===== config.mk =====
export PLATFORM = sky130hd
export DESIGN_NAME = etf_queue
export DESIGN_NICKNAME = d
export VERILOG_FILES = /design/src/hw/rtl/etf_pkg.sv /design/src/hw/rtl/etf_queue.sv
export SDC_FILE = /design/constraint.sdc
export NUM_CORES = 1
export LEC_CHECK = 0
export ABC_AREA = 1
export ABC_CLOCK_PERIOD_IN_PS = 18330
export BUFFER_PORTS_ARGS = -buffer_cell sky130_fd_sc_hd__buf_4
export CAP_MARGIN = 20
export CELL_PAD_IN_SITES_DETAIL_PLACEMENT = 1
export CELL_PAD_IN_SITES_GLOBAL_PLACEMENT = 2
export CORE_MARGIN = 10
export CORE_UTILIZATION = 37
export DETAILED_ROUTE_END_ITERATION = 12
export PLACE_DENSITY_LB_ADDON = 0.1
export SLEW_MARGIN = 20
export SYNTH_ARGS = -nofsm -noshare
export SYNTH_HDL_FRONTEND = slang
export SYNTH_SLANG_ARGS = --single-unit

===== constraint.sdc =====
create_clock -name clk -period 18.33 [get_ports clk]
set_clock_uncertainty 0.05 [all_clocks]
set_input_delay 1.833 -clock clk [delete_from_list [all_inputs] [get_ports clk]]
set_output_delay 1.833 -clock clk [all_outputs]
set_load 0.005 [all_outputs]

===== src/hw/rtl/etf_pkg.sv =====
package etf_pkg;
	localparam int WINDOW_SIZE_DEF = 512;
	localparam int FRAC_BITS_DEF = 28;
	localparam int PIX_W = 9;
	localparam int CNT_W = 16;
	localparam int CFG_IDX_W = 3;
	localparam int CFG_DATA_W = 32;

	localparam logic [CFG_IDX_W-1:0] REG_MODE = 3'd0;
	localparam logic [CFG_IDX_W-1:0] REG_CENTER_RE = 3'd1;
	localparam logic [CFG_IDX_W-1:0] REG_CENTER_IM = 3'd2;
	localparam logic [CFG_IDX_W-1:0] REG_RADIUS = 3'd3;
	localparam logic [CFG_IDX_W-1:0] REG_CONST_RE = 3'd4;
	localparam logic [CFG_IDX_W-1:0] REG_CONST_IM = 3'd5;
	localparam logic [CFG_IDX_W-1:0] REG_MAX_ITER = 3'd6;

	typedef struct packed {
		logic signed [31:0] zx;
		logic signed [31:0] zy;
		logic signed [31:0] cx;
		logic signed [31:0] cy;
	} etf_job_t;

	typedef enum logic [2:0] {
		MAP_IDLE,
		MAP_MUL,
		MAP_ADD,
		MAP_PUSH
	} etf_map_state_t;

	typedef enum logic [2:0] {
		IT_IDLE,
		IT_CHECK,
		IT_MUL,
		IT_SUM,
		IT_DONE
	} etf_it_state_t;

	function automatic logic signed [31:0] sat32(input logic signed [35:0] v);
		if (v > 36'sd2147483647) return 32'sh7FFFFFFF;
		else if (v < -36'sd2147483648) return 32'sh80000000;
		else return v[31:0];
	endfunction
endpackage


===== src/hw/rtl/etf_queue.sv =====
module etf_queue (
	input  logic clk,
	input  logic arst_n,
	input  logic push,
	input  etf_pkg::etf_job_t push_job,
	input  logic pop,
	output logic full,
	output logic not_empty,
	output etf_pkg::etf_job_t head
);
	import etf_pkg::*;
	etf_job_t mem_q [2];
	logic wp_q, rp_q;
	logic [1:0] cnt_q;

	assign full = cnt_q == 2'd2;
	assign not_empty = cnt_q != 2'd0;
	assign head = mem_q[rp_q];

	always_ff @(posedge clk or negedge arst_n) begin
		if (!arst_n) begin
			wp_q <= 1'b0;
			rp_q <= 1'b0;
			cnt_q <= '0;
		end else begin
			if (push) wp_q <= ~wp_q;
			if (pop) rp_q <= ~rp_q;
			cnt_q <= cnt_q + {1'b0, push} - {1'b0, pop};
		end
	end

	always_ff @(posedge clk) begin
		if (push) mem_q[wp_q] <= push_job;
	end
endmodule


## Word-level counts from Yosys, hierarchy flattened

Memories as Yosys holds them, arrays and structs flattened.
Index checks and enable logic that the tools add are counted.

- Output and inout bits: 130
- Memories kept: 1
- Logic and storage cells: 12
- Memory bits (read-only): 0
- Bits in writable memories: 256
- Register bits: 4
- Latch bits: 0

Memory list:

| name | depth | bits a word | read ports | clocked after memory_dff | wr ports | line | RTL |
|---|---|---|---|---|---|---|---|
| mem_q | 2 | 128 | 1 | 0 | 1 | etf_queue.sv:12 | `etf_job_t mem_q [2];` |

- Shift operators: 0
- Divide/modulo/power cells: 0
- Bitwise logic cells: 2
- Add/sub/neg operators: 2
- Multipliers: 0
- Order comparisons: 0
- Equality and inequality tests: 1
- Mux-type cells: 2
- Reductions and logical operators: 1

Operator list:

| operator | number |
|---|---|
| adder 2 x 1 -> 2 bit | 1 |
| equality test 2 bit, second input constant | 1 |
| 2-to-1 mux 1 bit | 2 |
| inverter 1 bit | 2 |
| nonzero test 2 bit | 1 |
| subtractor 2 x 1 -> 2 bit | 1 |

## Longest topological paths before layout

- Depth after elaboration: 2
- Depth in mapped cells: 7
- Gate-level depth less buffers: 7

## Least setup slack after synthesis

OpenSTA, ideal clock, no wires.

- Path kind: input to register
- From: input port push
- To: memory mem_q[0][0] in the netlist's numbering (enable)
- Arrival: 7.227 ns
- Stages on the path: 2
- Setup time: 0.620 ns
- Slack: 10.433 ns
- Path buffers: 0
- Path through: inv_1 nor2_1

- Cells in the longest elaborated chain, start to end: 2

RTL lines:

| element | line | RTL |
|---|---|---|
| start, declared | etf_queue.sv:4 | `input logic push,` |
| 2-to-1 mux 1 bit | etf_queue.sv:33 | `if (push) mem_q[wp_q] <= push_job;` |
| 2-to-1 mux 1 bit (not written as such) | etf_queue.sv:33 |  |
| end, declared | etf_queue.sv:12 |  |

Every way passes these cells.

==> flow_summary.json <==
{
  "cts-buffers-inserted": 28,
  "synth_top_cells_by_area": "edfxtp_1 80%, o21ai_0 6.6%, inv_1 5.3%, nand2_1 5.3%, buf_2 1.1%",
  "ys_top_cells_by_count": "256 x edfxtp_1, 135 x inv_1, 135 x nand2_1",
  "synth-seq-area-share": 0.807,
  "synthArstFlopShare": 0.0154,
  "synth.most_common_cell": "edfxtp_1",
  "avgViaCountPerCell": 4.52,
  "drtAntennaViolNets": 0,
  "synth_area_sq_um": 9640,
  "path_class": "reg -> out",
  "drtPass1Iterations": 6,
  "synth_top_area_frac": 0.797,
  "tns_ns": 0,
  "hold_violations": 0,
  "cp.required_ns": 16.45,
  "grt_pass1_wl_um": 36600,
  "finalWorstPathRequiredPeriod_ns": 4.49,
  "setup_viol": 0,
  "cts_max_level": 1,
  "holdCritPathClass": "reg -> reg",
  "drive_gt1_frac": 0.307,
  "start_util": 0.373,
  "cts.repair.resized": 0,
  "rows": 59,
  "ys.warnings.count": 0,
  "dieWidth_um": 181,
  "port_buffers": 261,
  "grt_pass1_vias": 6568,
  "coreArea_sq_um": 25800,
  "critical_path_arrival_ns": 2.61,
  "syn_nets": 827,
  "max-vdd-ir-drop_v": 0.0000876,
  "synth.distinct_cells": 12,
  "synth_area_per_cell_sq_um": 13.9,
  "postCtsHoldBufs": 0,
  "fin_crit_sh": 0.245,
  "clkSlewWorstSetupHoldPaths_ns": 0.06,
  "rsz0062_at_grt": "no",
  "synth_seq_cells": 260,
  "crit_fanout": 114,
  "cts_sinks": 260,
  "worstMarginPinSlew_ns": 0.986,
  "power_leakage_nw": 5.34,
  "slew_headroom": 0.343,
  "cts_setup_buffers": 0,
  "place_congestion": 0.738,
  "drc": 0,
  "area_growth_pct": 32.1,
  "final_max_slew_viol_count": 0,
  "maxCapViolCount": 0,
  "clockBufferDepth": 3,
  "outcome": "finished clean",
  "synth_edf_count": 256,
  "grt.total_usage": 0.141,
  "clk_latency_ns": 0.52,
  "fp.dieH_um": 181,
  "grt_start_max_net_pins": 115,
  "synth_cells": 693,
  "synth_flop_cell": "edfxtp_1",
  "fin_util": 0.493,
  "place_hpwl_um": 17200,
  "cts-root-buf": "clkbuf_16",
  "wl_per_cell_um": 18.3,
  "yosysTopAreaCell": "edfxtp_1",
  "die_area_sq_um": 32900,
  "routed_wl_um": 24100,
  "nets": 1095,
  "vias": 5949,
  "cts_tree": "yes",
  "start_kind": "register",
  "ios": 262,
  "drt-initial-drc-count": 336,
  "pwr_density_cell_nw_per_um2": 148,
  "grt_antenna_before_repair": 2,
  "grt_overflow": 0,
  "max_freq_mhz": 223,
  "endpoint_kind": "output port"
}
## worst paths after layout
kind | start | end | slack, ns | cells past startpoint
worst min register to register | wp_q$_DFFE_PN0P_ | wp_q$_DFFE_PN0P_ | 0.52 | 1
worst max register to register | wp_q$_DFFE_PN0P_ | mem_q[0][2]$_DFFE_PP_ | 15.74 | 3
worst min-delay path | wp_q$_DFFE_PN0P_ | wp_q$_DFFE_PN0P_ | 0.52 | 1
max in group asynchronous | arst_n | rp_q$_DFFE_PN0P_ | 17.06 | 1
min in group asynchronous | arst_n | wp_q$_DFFE_PN0P_ | 1.05 | 1
worst max-delay path | rp_q$_DFFE_PN0P_ | head[50] | 13.84 | 3
## report_power, final
part / switching [mW] / internal [mW] / total, mW
combinational: 0.317 / 0.248 / 0.565
clock: 0.210 / 0.285 / 0.495
sequential: 0.0388 / 0.791 / 0.830
## worst max-delay path, stage by stage (launching register included)
cell and delay, ns:
dfrtp_4 0.67, buf_4 0.82, o21ai_0 0.32, buf_4 0.22
## flip-flops by register name, indices dropped and copies added (netlist names)
signal,count
cnt_q,2
wp_q,1
rp_q,1
mem_q,256
## cell families after synthesis
| group | share of synthesized area |
|---|---|
| DFF | 0.807 |
| adders and majority gates | 0.00259 |
| xor gates and xnor gates | 0.00182 |
| buffers and inverters | 0.0679 |
| and+or+nand+nor | 0.0538 |
| AOI/OAI and AO/OA | 0.0664 |
## stage by stage
step                      setup slack, ns  hold slack, ns  instances  power, mW  instance area, sq um
after global placement              14.19           0.482       1266       1.41                 11900
after floorplan                     10.43           0.413        693       1.09                  9640
after CTS                           13.76           0.519       1314       1.93                 12700
after global routing                13.55           0.546       1315       2.02                 12700
final                               13.84           0.524       1316       1.89                 12700
after detailed placement            14.15           0.504       1266       1.43                 11900
## routing by layer
layer	up-vias	track usage	share of wire
met5	-	0	0.00075
li1	2874	-	-
met1	2857	0.151	0.37
met3	33	0.0600	0.097
met4	2	0.0345	0.018
met2	183	0.251	0.52
## placed cells by master, fill, tap and decap left out, types with 2 or more instances in the layout
cell type	instances
clkinv_1	10
nand2_1	135
inv_1	134
dfrtp_1	3
edfxtp_1	256
clkbuf_16	29
ha_1	2
diode_2	2
buf_4	266
xor2_1	2
o21ai_0	128
clkbuf_1	6
## area by class of cell
cell class	instances	area [sq um]
well taps	335	419
repair buffers	266	2000
flip-flops and latches	260	7790
clock buffers	35	748
clock inverters	13	58.8
inverters	135	512
diodes	2	5.00
multi-input cells	270	1210
fillers	2702	13100
No activity file was read; power rests on OpenSTA's default activity.
