### config.mk
export PLATFORM = sky130hd
export DESIGN_NAME = etf_front
export DESIGN_NICKNAME = d
export VERILOG_FILES = /design/src/hw/rtl/etf_pkg.sv /design/src/hw/rtl/etf_front.sv
export SDC_FILE = /design/constraint.sdc
export NUM_CORES = 2
export LEC_CHECK = 0
export ABC_AREA = 1
export BUFFER_PORTS_ARGS = -buffer_cell sky130_fd_sc_hd__buf_4
export CAP_MARGIN = 30
export CORE_MARGIN = 8
export CORE_UTILIZATION = 60
export CTS_BUF_LIST = sky130_fd_sc_hd__clkbuf_2
export CTS_CLUSTER_DIAMETER = 80
export DETAILED_ROUTE_END_ITERATION = 7
export PLACE_DENSITY = 0.85
export REMOVE_ABC_BUFFERS = 1
export SKIP_LAST_GASP = 1
export SLEW_MARGIN = 20
export SYNTH_ARGS = -nofsm -noshare
export SYNTH_HDL_FRONTEND = slang
export SYNTH_SLANG_ARGS = --single-unit
### constraint.sdc
create_clock -name clk -period 5.4 [get_ports clk]
set_clock_uncertainty 0.05 [all_clocks]
set_input_delay 1.08 -clock clk [delete_from_list [all_inputs] [get_ports clk]]
set_output_delay 1.08 -clock clk [all_outputs]
set_load 0.05 [all_outputs]
### src/hw/rtl/etf_pkg.sv
package etf_pkg;
	localparam int WINDOW_SIZE_DEF = 512;
	localparam int FRAC_BITS_DEF = 28;
	localparam int PIX_W = 9;
	localparam int CNT_W = 16;
	localparam int CFG_IDX_W = 3;
	localparam int CFG_DATA_W = 32;

	localparam logic [CFG_IDX_W-1:0] REG_MODE = 3'd0;
	localparam logic [CFG_IDX_W-1:0] REG_CENTER_RE = 3'd1;
	localparam logic [CFG_IDX_W-1:0] REG_CENTER_IM = 3'd2;
	localparam logic [CFG_IDX_W-1:0] REG_RADIUS = 3'd3;
	localparam logic [CFG_IDX_W-1:0] REG_CONST_RE = 3'd4;
	localparam logic [CFG_IDX_W-1:0] REG_CONST_IM = 3'd5;
	localparam logic [CFG_IDX_W-1:0] REG_MAX_ITER = 3'd6;

	typedef struct packed {
		logic signed [31:0] zx;
		logic signed [31:0] zy;
		logic signed [31:0] cx;
		logic signed [31:0] cy;
	} etf_job_t;

	typedef enum logic [2:0] {
		MAP_IDLE,
		MAP_MUL,
		MAP_ADD,
		MAP_PUSH
	} etf_map_state_t;

	typedef enum logic [2:0] {
		IT_IDLE,
		IT_CHECK,
		IT_MUL,
		IT_SUM,
		IT_DONE
	} etf_it_state_t;

	function automatic logic signed [31:0] sat32(input logic signed [35:0] v);
		if (v > 36'sd2147483647) return 32'sh7FFFFFFF;
		else if (v < -36'sd2147483648) return 32'sh80000000;
		else return v[31:0];
	endfunction
endpackage

### src/hw/rtl/etf_front.sv
module etf_front #(
	parameter int WINDOW_SIZE = etf_pkg::WINDOW_SIZE_DEF
) (
	input  logic clk,
	input  logic arst_n,
	input  logic start,
	input  logic [etf_pkg::PIX_W-1:0] pixel_x,
	input  logic [etf_pkg::PIX_W-1:0] pixel_y,
	input  logic mode,
	input  logic signed [31:0] view_center_re,
	input  logic signed [31:0] view_center_im,
	input  logic [30:0] view_radius,
	input  logic signed [31:0] const_re,
	input  logic signed [31:0] const_im,
	input  logic q_full,
	output logic q_push,
	output etf_pkg::etf_job_t q_job,
	output logic busy_front
);
	import etf_pkg::*;
	localparam int SH = $clog2(WINDOW_SIZE);

	etf_map_state_t state_q, state_d;
	logic [PIX_W-1:0] px_q, py_q;
	logic [40:0] spx_q, spy_q;
	logic signed [31:0] pr_q, pi_q;
	logic [40:0] div_x, div_y;
	logic signed [43:0] sum_x, sum_y;

	// the window is a power of two, so the divide is a shift
	assign div_x = spx_q >> SH;
	assign div_y = spy_q >> SH;
	assign sum_x = signed'({3'b0, div_x}) - signed'({13'b0, view_radius})
		+ 44'(view_center_re);
	assign sum_y = signed'({3'b0, div_y}) - signed'({13'b0, view_radius})
		+ 44'(view_center_im);

	always_comb begin
		state_d = state_q;
		unique case (state_q)
			MAP_IDLE: if (start) state_d = MAP_MUL;
			MAP_MUL: state_d = MAP_ADD;
			MAP_ADD: state_d = MAP_PUSH;
			MAP_PUSH: if (!q_full) state_d = MAP_IDLE;
			default: state_d = MAP_IDLE;
		endcase
	end

	always_comb begin
		busy_front = (state_q != MAP_IDLE);
		q_push = (state_q == MAP_PUSH) && !q_full;
		if (mode) begin
			q_job.zx = pr_q;
			q_job.zy = pi_q;
			q_job.cx = const_re;
			q_job.cy = const_im;
		end else begin
			q_job.zx = '0;
			q_job.zy = '0;
			q_job.cx = pr_q;
			q_job.cy = pi_q;
		end
	end

	always_ff @(posedge clk or negedge arst_n) begin
		if (!arst_n) state_q <= MAP_IDLE;
		else state_q <= state_d;
	end

	always_ff @(posedge clk) begin
		if (state_q == MAP_IDLE && start) begin
			px_q <= pixel_x;
			py_q <= pixel_y;
		end
		if (state_q == MAP_MUL) begin
			spx_q <= {32'd0, px_q} * {9'd0, view_radius, 1'b0};
			spy_q <= {32'd0, py_q} * {9'd0, view_radius, 1'b0};
		end
		if (state_q == MAP_ADD) begin
			pr_q <= (sum_x > 44'sd2147483647) ? 32'sh7FFFFFFF :
				((sum_x < -44'sd2147483648) ? 32'sh80000000 : sum_x[31:0]);
			pi_q <= (sum_y > 44'sd2147483647) ? 32'sh7FFFFFFF :
				((sum_y < -44'sd2147483648) ? 32'sh80000000 : sum_y[31:0]);
		end
	end
endmodule

Word-level counts from Yosys, hierarchy flattened
Index checks and enable logic that the tools add are counted.
{"block": "op_classes", "mux": 6, "mul": 2, "addsub": 4, "reduce_logical": 6, "n_lt_le_gt_ge": 4, "eq_ne": 5}
{"operator": "two-way mux 128 bit", "n": 1}
{"operator": "multiplier 9 x 31 -> 40 bit", "n": 2}
{"operator": "adder 33 x 32 -> 34 bit", "n": 2}
{"operator": "greater-than comparator 34 x 32 -> 1 bit, second input constant", "n": 2}
{"operator": "< comparator 34 x 32 -> 1 bit, second input constant", "n": 2}
{"operator": "subtractor 32 x 31 -> 33 bit", "n": 2}
{"operator": "two-way mux 32 bit", "n": 2}
{"operator": "case mux 3 bit (4 select lines)", "n": 1}
{"operator": "== test 3 x 2 -> 1 bit, second input constant", "n": 2}
{"operator": "two-way mux 3 bit", "n": 2}
{"operator": "!= test 2 bit, second input constant", "n": 2}
{"operator": "== test 3 x 1 -> 1 bit, second input constant", "n": 1}
{"operator": "zero test 3 bit", "n": 1}
{"operator": "nonzero test 3 bit", "n": 1}
{"operator": "logical AND 1 bit", "n": 2}
{"operator": "AND reduction 2 bit", "n": 1}
{"operator": "zero test 1 bit", "n": 1}
{"block": "totals", "wordCells": 34, "out_inout_bits": 130, "in_bits": 182, "reg_bits": 165}

Longest topological paths before layout
{"block": "logic_depth", "word_depth": 4, "depth_mapped": 31}

Worst setup path before layout
No wires, ideal clock.
{"block": "synth_path", "kind": "input -> register", "start": "input view_radius[11]", "end": "register spy_q[28], data pin", "path_slack_ps": -45, "arrival_time_ps": 5142, "stages": 22, "n_path_buf": 2, "cell_sequence": "clkbuf_1 -> clkbuf_1 -> nand2_1 -> fa_1 -> inv_1 -> fa_1 -> inv_1 -> fa_1 -> inv_1 -> fa_1 -> ha_1 -> nand2_1 -> nor2_1 -> inv_1 -> nor3_1 -> nand2_1 -> nand2_1 -> nand2_1 -> nand2_1 -> nand2_1 -> nand3_1 -> nand2_1"}
{"block": "synth_between", "elab_chain_len": 1}
{"element": "start: declaration", "line": "etf_front.sv:12", "source": "input logic [30:0] view_radius,"}
{"element": "multiplier 9 x 31 -> 40 bit", "line": "etf_front.sv:77", "source": "spy_q <= {32'd0, py_q} * {9'd0, view_radius, 1'b0};"}
{"element": "end signal: assignment", "line": "etf_front.sv:77"}
{"element": "end: declaration", "line": "etf_front.sv:25", "source": "logic [40:0] spx_q, spy_q;"}
Every way passes these cells.
A chain may end at the register's enable or synchronous reset.

Final worst setup path
{"block": "layout_path", "start": "register px_q[3]", "end": "register spx_q[37], data pin"}
{"block": "layout_between", "elab_chain_len": 1}
{"element": "start: declaration", "line": "etf_front.sv:24", "source": "logic [PIX_W-1:0] px_q, py_q;"}
{"element": "start signal: assignment", "line": "etf_front.sv:72", "source": "px_q <= pixel_x;"}
{"element": "multiplier 9 x 31 -> 40 bit", "line": "etf_front.sv:76", "source": "spx_q <= {32'd0, px_q} * {9'd0, view_radius, 1'b0};"}
{"element": "end signal: assignment", "line": "etf_front.sv:76"}
{"element": "end: declaration", "line": "etf_front.sv:25"}
Every way passes these cells.

==> results.rst <==
.. list-table::
   :header-rows: 1

   * - Metric
     - Value
   * - Max-cap violation count
     - 0
   * - Sequential cell area
     - around 4400 µm²
   * - Sum of overflow across all layers after global routing
     - 0
   * - Post-synth EDFFs
     - roughly 150
   * - Total global routing track utilization
     - 0.3230
   * - Violated checks
     - design-rule violations
   * - Share of flip-flops with an asynchronous set or reset after synthesis
     - 0.01351
   * - Clock-pin slew on the worst setup and hold paths
     - between 300 and 400 ps
   * - Post-detailed-placement half-perimeter wirelength
     - between 80 and 90 mm
   * - Run status
     - complete, but fails checks
   * - Count of nets left with antenna violations after detail routing
     - 0
   * - First-pass GRT wire length
     - about 160 mm
   * - Setup violators final
     - 0
   * - Arrival time at the worst endpoint
     - 5940 ps
   * - Area occupied by multi-input gates
     - between 20000 and 25000 µm²
   * - Clock period minus final worst setup slack
     - roughly 5200 ps
   * - Rel. slew slack
     - 0.4341
   * - Effective utilization at floorplan
     - 0.6023
   * - Clock latency on the worst-skew pair
     - about 1100 ps
   * - Number of synthesized register bits
     - around 150
   * - Sequential area share after synthesis
     - 0.1379
   * - Pre-Repair DR Iteration Count
     - 8
   * - Final worst-path cycle share
     - 0.9575
   * - Transition time of the tightest slew-check pin
     - approximately 850 ps
   * - Via total after detailed routing
     - approximately 30k
   * - Boundary pin count
     - around 310
   * - Post-Syn Area
     - approximately 32000 µm²
   * - Starting DRT DRC Count
     - around 2.4k
   * - Clock root buffer
     - sky130_fd_sc_hd__clkbuf_2
   * - Weighted congestion at the end of routability-driven global placement
     - around 1
   * - Instance count of the mapped netlist
     - between 4k and 5k
   * - Critical path fanouts, max
     - 16
   * - Largest net degree at the start of global routing
     - 76
   * - Worst path required time
     - between 6000 and 7000 ps
   * - Unrepaired setup endpoints after global routing
     - no
   * - CTS tree
     - yes
   * - Wirelength per Cell
     - ~17 µm
   * - Crit path kind
     - reg -> reg
   * - Count of cell types in the netlist
     - 46
   * - Maximum buffer depth of the clock tree
     - 2
   * - Post-route DRC violation count
     - 15
   * - Overall die area
     - a little over 60000 µm²
   * - Count of port buffers added during placement
     - about 310
   * - Horizontal die dimension
     - 247.5 µm
   * - Layout area overhead
     - 14.63%
   * - Placeable core region
     - 53390 µm²
   * - Achievable Freq
     - 193.4 MHz
   * - Ratio of cells with drive above 1 in the final layout
     - 0.1353
   * - Final Max Tran Viols
     - 0
   * - Critical path capture point type
     - register
   * - Type of origin of the critical path
     - register
   * - Post-detailed-routing wire length
     - between 90 and 100 mm
   * - Number of buffers inserted during clock tree synthesis
     - 17
   * - Layout fillers
     - between 4k and 5k
   * - Drt via density
     - 5.415
   * - Hold Vio Cnt, Final
     - 0
   * - Die H
     - 247.5 µm
   * - CTS Sinks
     - ~150
   * - Post-synthesis average cell area
     - between 7 and 8 µm²
   * - H-tree depth
     - 4
   * - Number of antenna violations at the first check in global routing
     - 2
   * - Hold Crit Class
     - in -> reg
   * - Total of cells resized after clock tree synthesis
     - 0
   * - Post-layout nets
     - approximately 5.7k
   * - Primary flip-flop cell chosen by synthesis mapping
     - sky130_fd_sc_hd__edfxtp_1
   * - Post-layout util
     - 0.6904
   * - Total of warnings raised by yosys
     - 0
   * - Number of rows in the core area
     - 85
   * - Number of global-route vias before repair
     - between 30k and 40k
## final timing paths
check | slack [ps] | startpoint | endpoint | depth (start not counted)
setup / recovery | 230 | px_q[3] | spx_q[37] | 18
hold / removal | 90 | pixel_x[3] | px_q[3] | 1
setup reg to reg | 230 | px_q[3] | spx_q[37] | 18
hold reg to reg | 560 | state_q[0] | state_q[0] | 2
max in group asynchronous | 4940 | arst_n | state_q[1] | 2
min in group asynchronous | 280 | arst_n | state_q[0] | 2
## critical path, cell delays in order, from the launching register on
cell,delay (ps)
sky130_fd_sc_hd__edfxtp_1,700
sky130_fd_sc_hd__buf_4,320
sky130_fd_sc_hd__nand2_1,90
sky130_fd_sc_hd__inv_1,60
sky130_fd_sc_hd__fa_1,550
sky130_fd_sc_hd__inv_1,60
sky130_fd_sc_hd__fa_1,450
sky130_fd_sc_hd__fa_1,510
sky130_fd_sc_hd__inv_1,50
sky130_fd_sc_hd__fa_1,430
sky130_fd_sc_hd__ha_1,300
sky130_fd_sc_hd__a21oi_1,280
sky130_fd_sc_hd__o21ai_0,220
sky130_fd_sc_hd__a21oi_1,220
sky130_fd_sc_hd__nor2_1,80
sky130_fd_sc_hd__nor4_1,320
sky130_fd_sc_hd__nand2_1,90
sky130_fd_sc_hd__nand2_1,70
sky130_fd_sc_hd__nand2_1,50
## flip-flops by register name, indices dropped and copies added (netlist names)
register and count:
py_q 9, state_q 2, pi_q 32, px_q 9, pr_q 32, spy_q 32, spx_q 32
## cells in the mapped netlist (7+ instances only)
cell,instances,share of area
sky130_fd_sc_hd__a21boi_0,7,0.0016
sky130_fd_sc_hd__a21o_1,31,0.0072
sky130_fd_sc_hd__a21oi_1,224,0.035
sky130_fd_sc_hd__a31oi_1,17,0.0033
sky130_fd_sc_hd__buf_1,22,0.0026
sky130_fd_sc_hd__buf_4,7,0.0016
sky130_fd_sc_hd__clkbuf_1,109,0.013
sky130_fd_sc_hd__edfxtp_1,146,0.14
sky130_fd_sc_hd__fa_1,410,0.26
sky130_fd_sc_hd__ha_1,244,0.095
sky130_fd_sc_hd__inv_1,959,0.11
sky130_fd_sc_hd__mux2_2,64,0.022
sky130_fd_sc_hd__nand2_1,1445,0.17
sky130_fd_sc_hd__nand2_2,16,0.0031
sky130_fd_sc_hd__nand3_1,120,0.019
sky130_fd_sc_hd__nand4_1,37,0.0072
sky130_fd_sc_hd__nor2_1,244,0.028
sky130_fd_sc_hd__nor3_1,41,0.0064
sky130_fd_sc_hd__nor4_1,9,0.0018
sky130_fd_sc_hd__o21a_1,10,0.0023
sky130_fd_sc_hd__o21ai_0,102,0.016
sky130_fd_sc_hd__o21bai_1,28,0.0065
sky130_fd_sc_hd__xnor2_1,34,0.0093
sky130_fd_sc_hd__xor2_1,114,0.031
## placed cells by master (no fill, tap or decap), types with 3 or more instances in the layout
cell,n
sky130_fd_sc_hd__a31oi_1,17
sky130_fd_sc_hd__nand3_1,120
sky130_fd_sc_hd__nand2_1,1445
sky130_fd_sc_hd__diode_2,5
sky130_fd_sc_hd__bufinv_16,4
sky130_fd_sc_hd__nor3_1,41
sky130_fd_sc_hd__xor2_1,114
sky130_fd_sc_hd__clkbuf_2,18
sky130_fd_sc_hd__ha_1,242
sky130_fd_sc_hd__a21o_1,31
sky130_fd_sc_hd__nand3b_1,6
sky130_fd_sc_hd__nor2_1,244
sky130_fd_sc_hd__fa_1,410
sky130_fd_sc_hd__buf_12,11
sky130_fd_sc_hd__nand2_2,16
sky130_fd_sc_hd__nand4_1,37
sky130_fd_sc_hd__o21a_1,10
sky130_fd_sc_hd__a21boi_0,7
sky130_fd_sc_hd__inv_1,959
sky130_fd_sc_hd__xnor2_1,34
sky130_fd_sc_hd__and3_1,6
sky130_fd_sc_hd__buf_4,524
sky130_fd_sc_hd__edfxtp_1,146
sky130_fd_sc_hd__inv_2,6
sky130_fd_sc_hd__o211ai_1,6
sky130_fd_sc_hd__o21bai_1,28
sky130_fd_sc_hd__o21ai_0,102
sky130_fd_sc_hd__mux2_2,64
sky130_fd_sc_hd__a21oi_1,224
sky130_fd_sc_hd__inv_6,4
sky130_fd_sc_hd__nor2_2,3
sky130_fd_sc_hd__nor4_1,9
sky130_fd_sc_hd__a211oi_1,5
sky130_fd_sc_hd__o21ai_1,5
## metal layers
metal	track usage	vias up	part of all wire
li1	-	14553	-
met1	0.3796	14162	0.38
met2	0.5598	1428	0.48
met3	0.06467	307	0.088
met4	0.1613	0	0.053
met5	0	-	0
## logic make-up (layout without fill, tap and decap cells)
| logic type | count (synthesis) | count (layout) | synth area share |
|---|---|---|---|
| and+or+nand+nor | 1935 | 1935 | 0.2402 |
| buffers and inverters | 1112 | 1533 | 0.1324 |
| adders and majority gates | 654 | 654 | 0.3502 |
| AOI/OAI and AO/OA | 440 | 440 | 0.07650 |
| xor gates and xnor gates | 148 | 148 | 0.04031 |
| DFF | 148 | 148 | 0.1379 |
| muxes | 64 | 64 | 0.02241 |
| other | 0 | 5 | 0 |
## repair_timing
| action | 4_1_cts | 5_1_grt |
|---|---|---|
| setup endpoints to repair | 0 | 6 |
| hold endpoints to repair | 2 | 0 |
| hold buffers | 1 | 0 |
| setup buffers | 0 | 1 |
## per-stage QoR
step	std cells	setup slack [ps]	hold slack [ps]	setup TNS, ps	area (µm²)
final	5623	229.4	91.68	0	36860
after global routing	5621	6.256	55.82	0	36850
after CTS	5617	267.9	27.80	0	36840
after detailed placement	5584	-154.5	506.3	-1394	36540
after global placement	5584	-120.4	501.6	-455.0	36540
after floorplan	4354	539.5	457.2	0	31520
## area by class of cell
type,instances,share of cell area
Clock inverter,14,0.005363
Timing Repair Buffer,536,0.1130
Multi-Input combinational cell,3241,0.6367
Clock buffer,18,0.002444
Sequential cell,148,0.1203
Antenna cell,5,0.0003395
Inverter,965,0.09827
Tap cell,696,0.02363
Power is left out: the tool's default activity adds up to more than one toggle a clock period on the data nets, which glitch-free logic cannot reach.
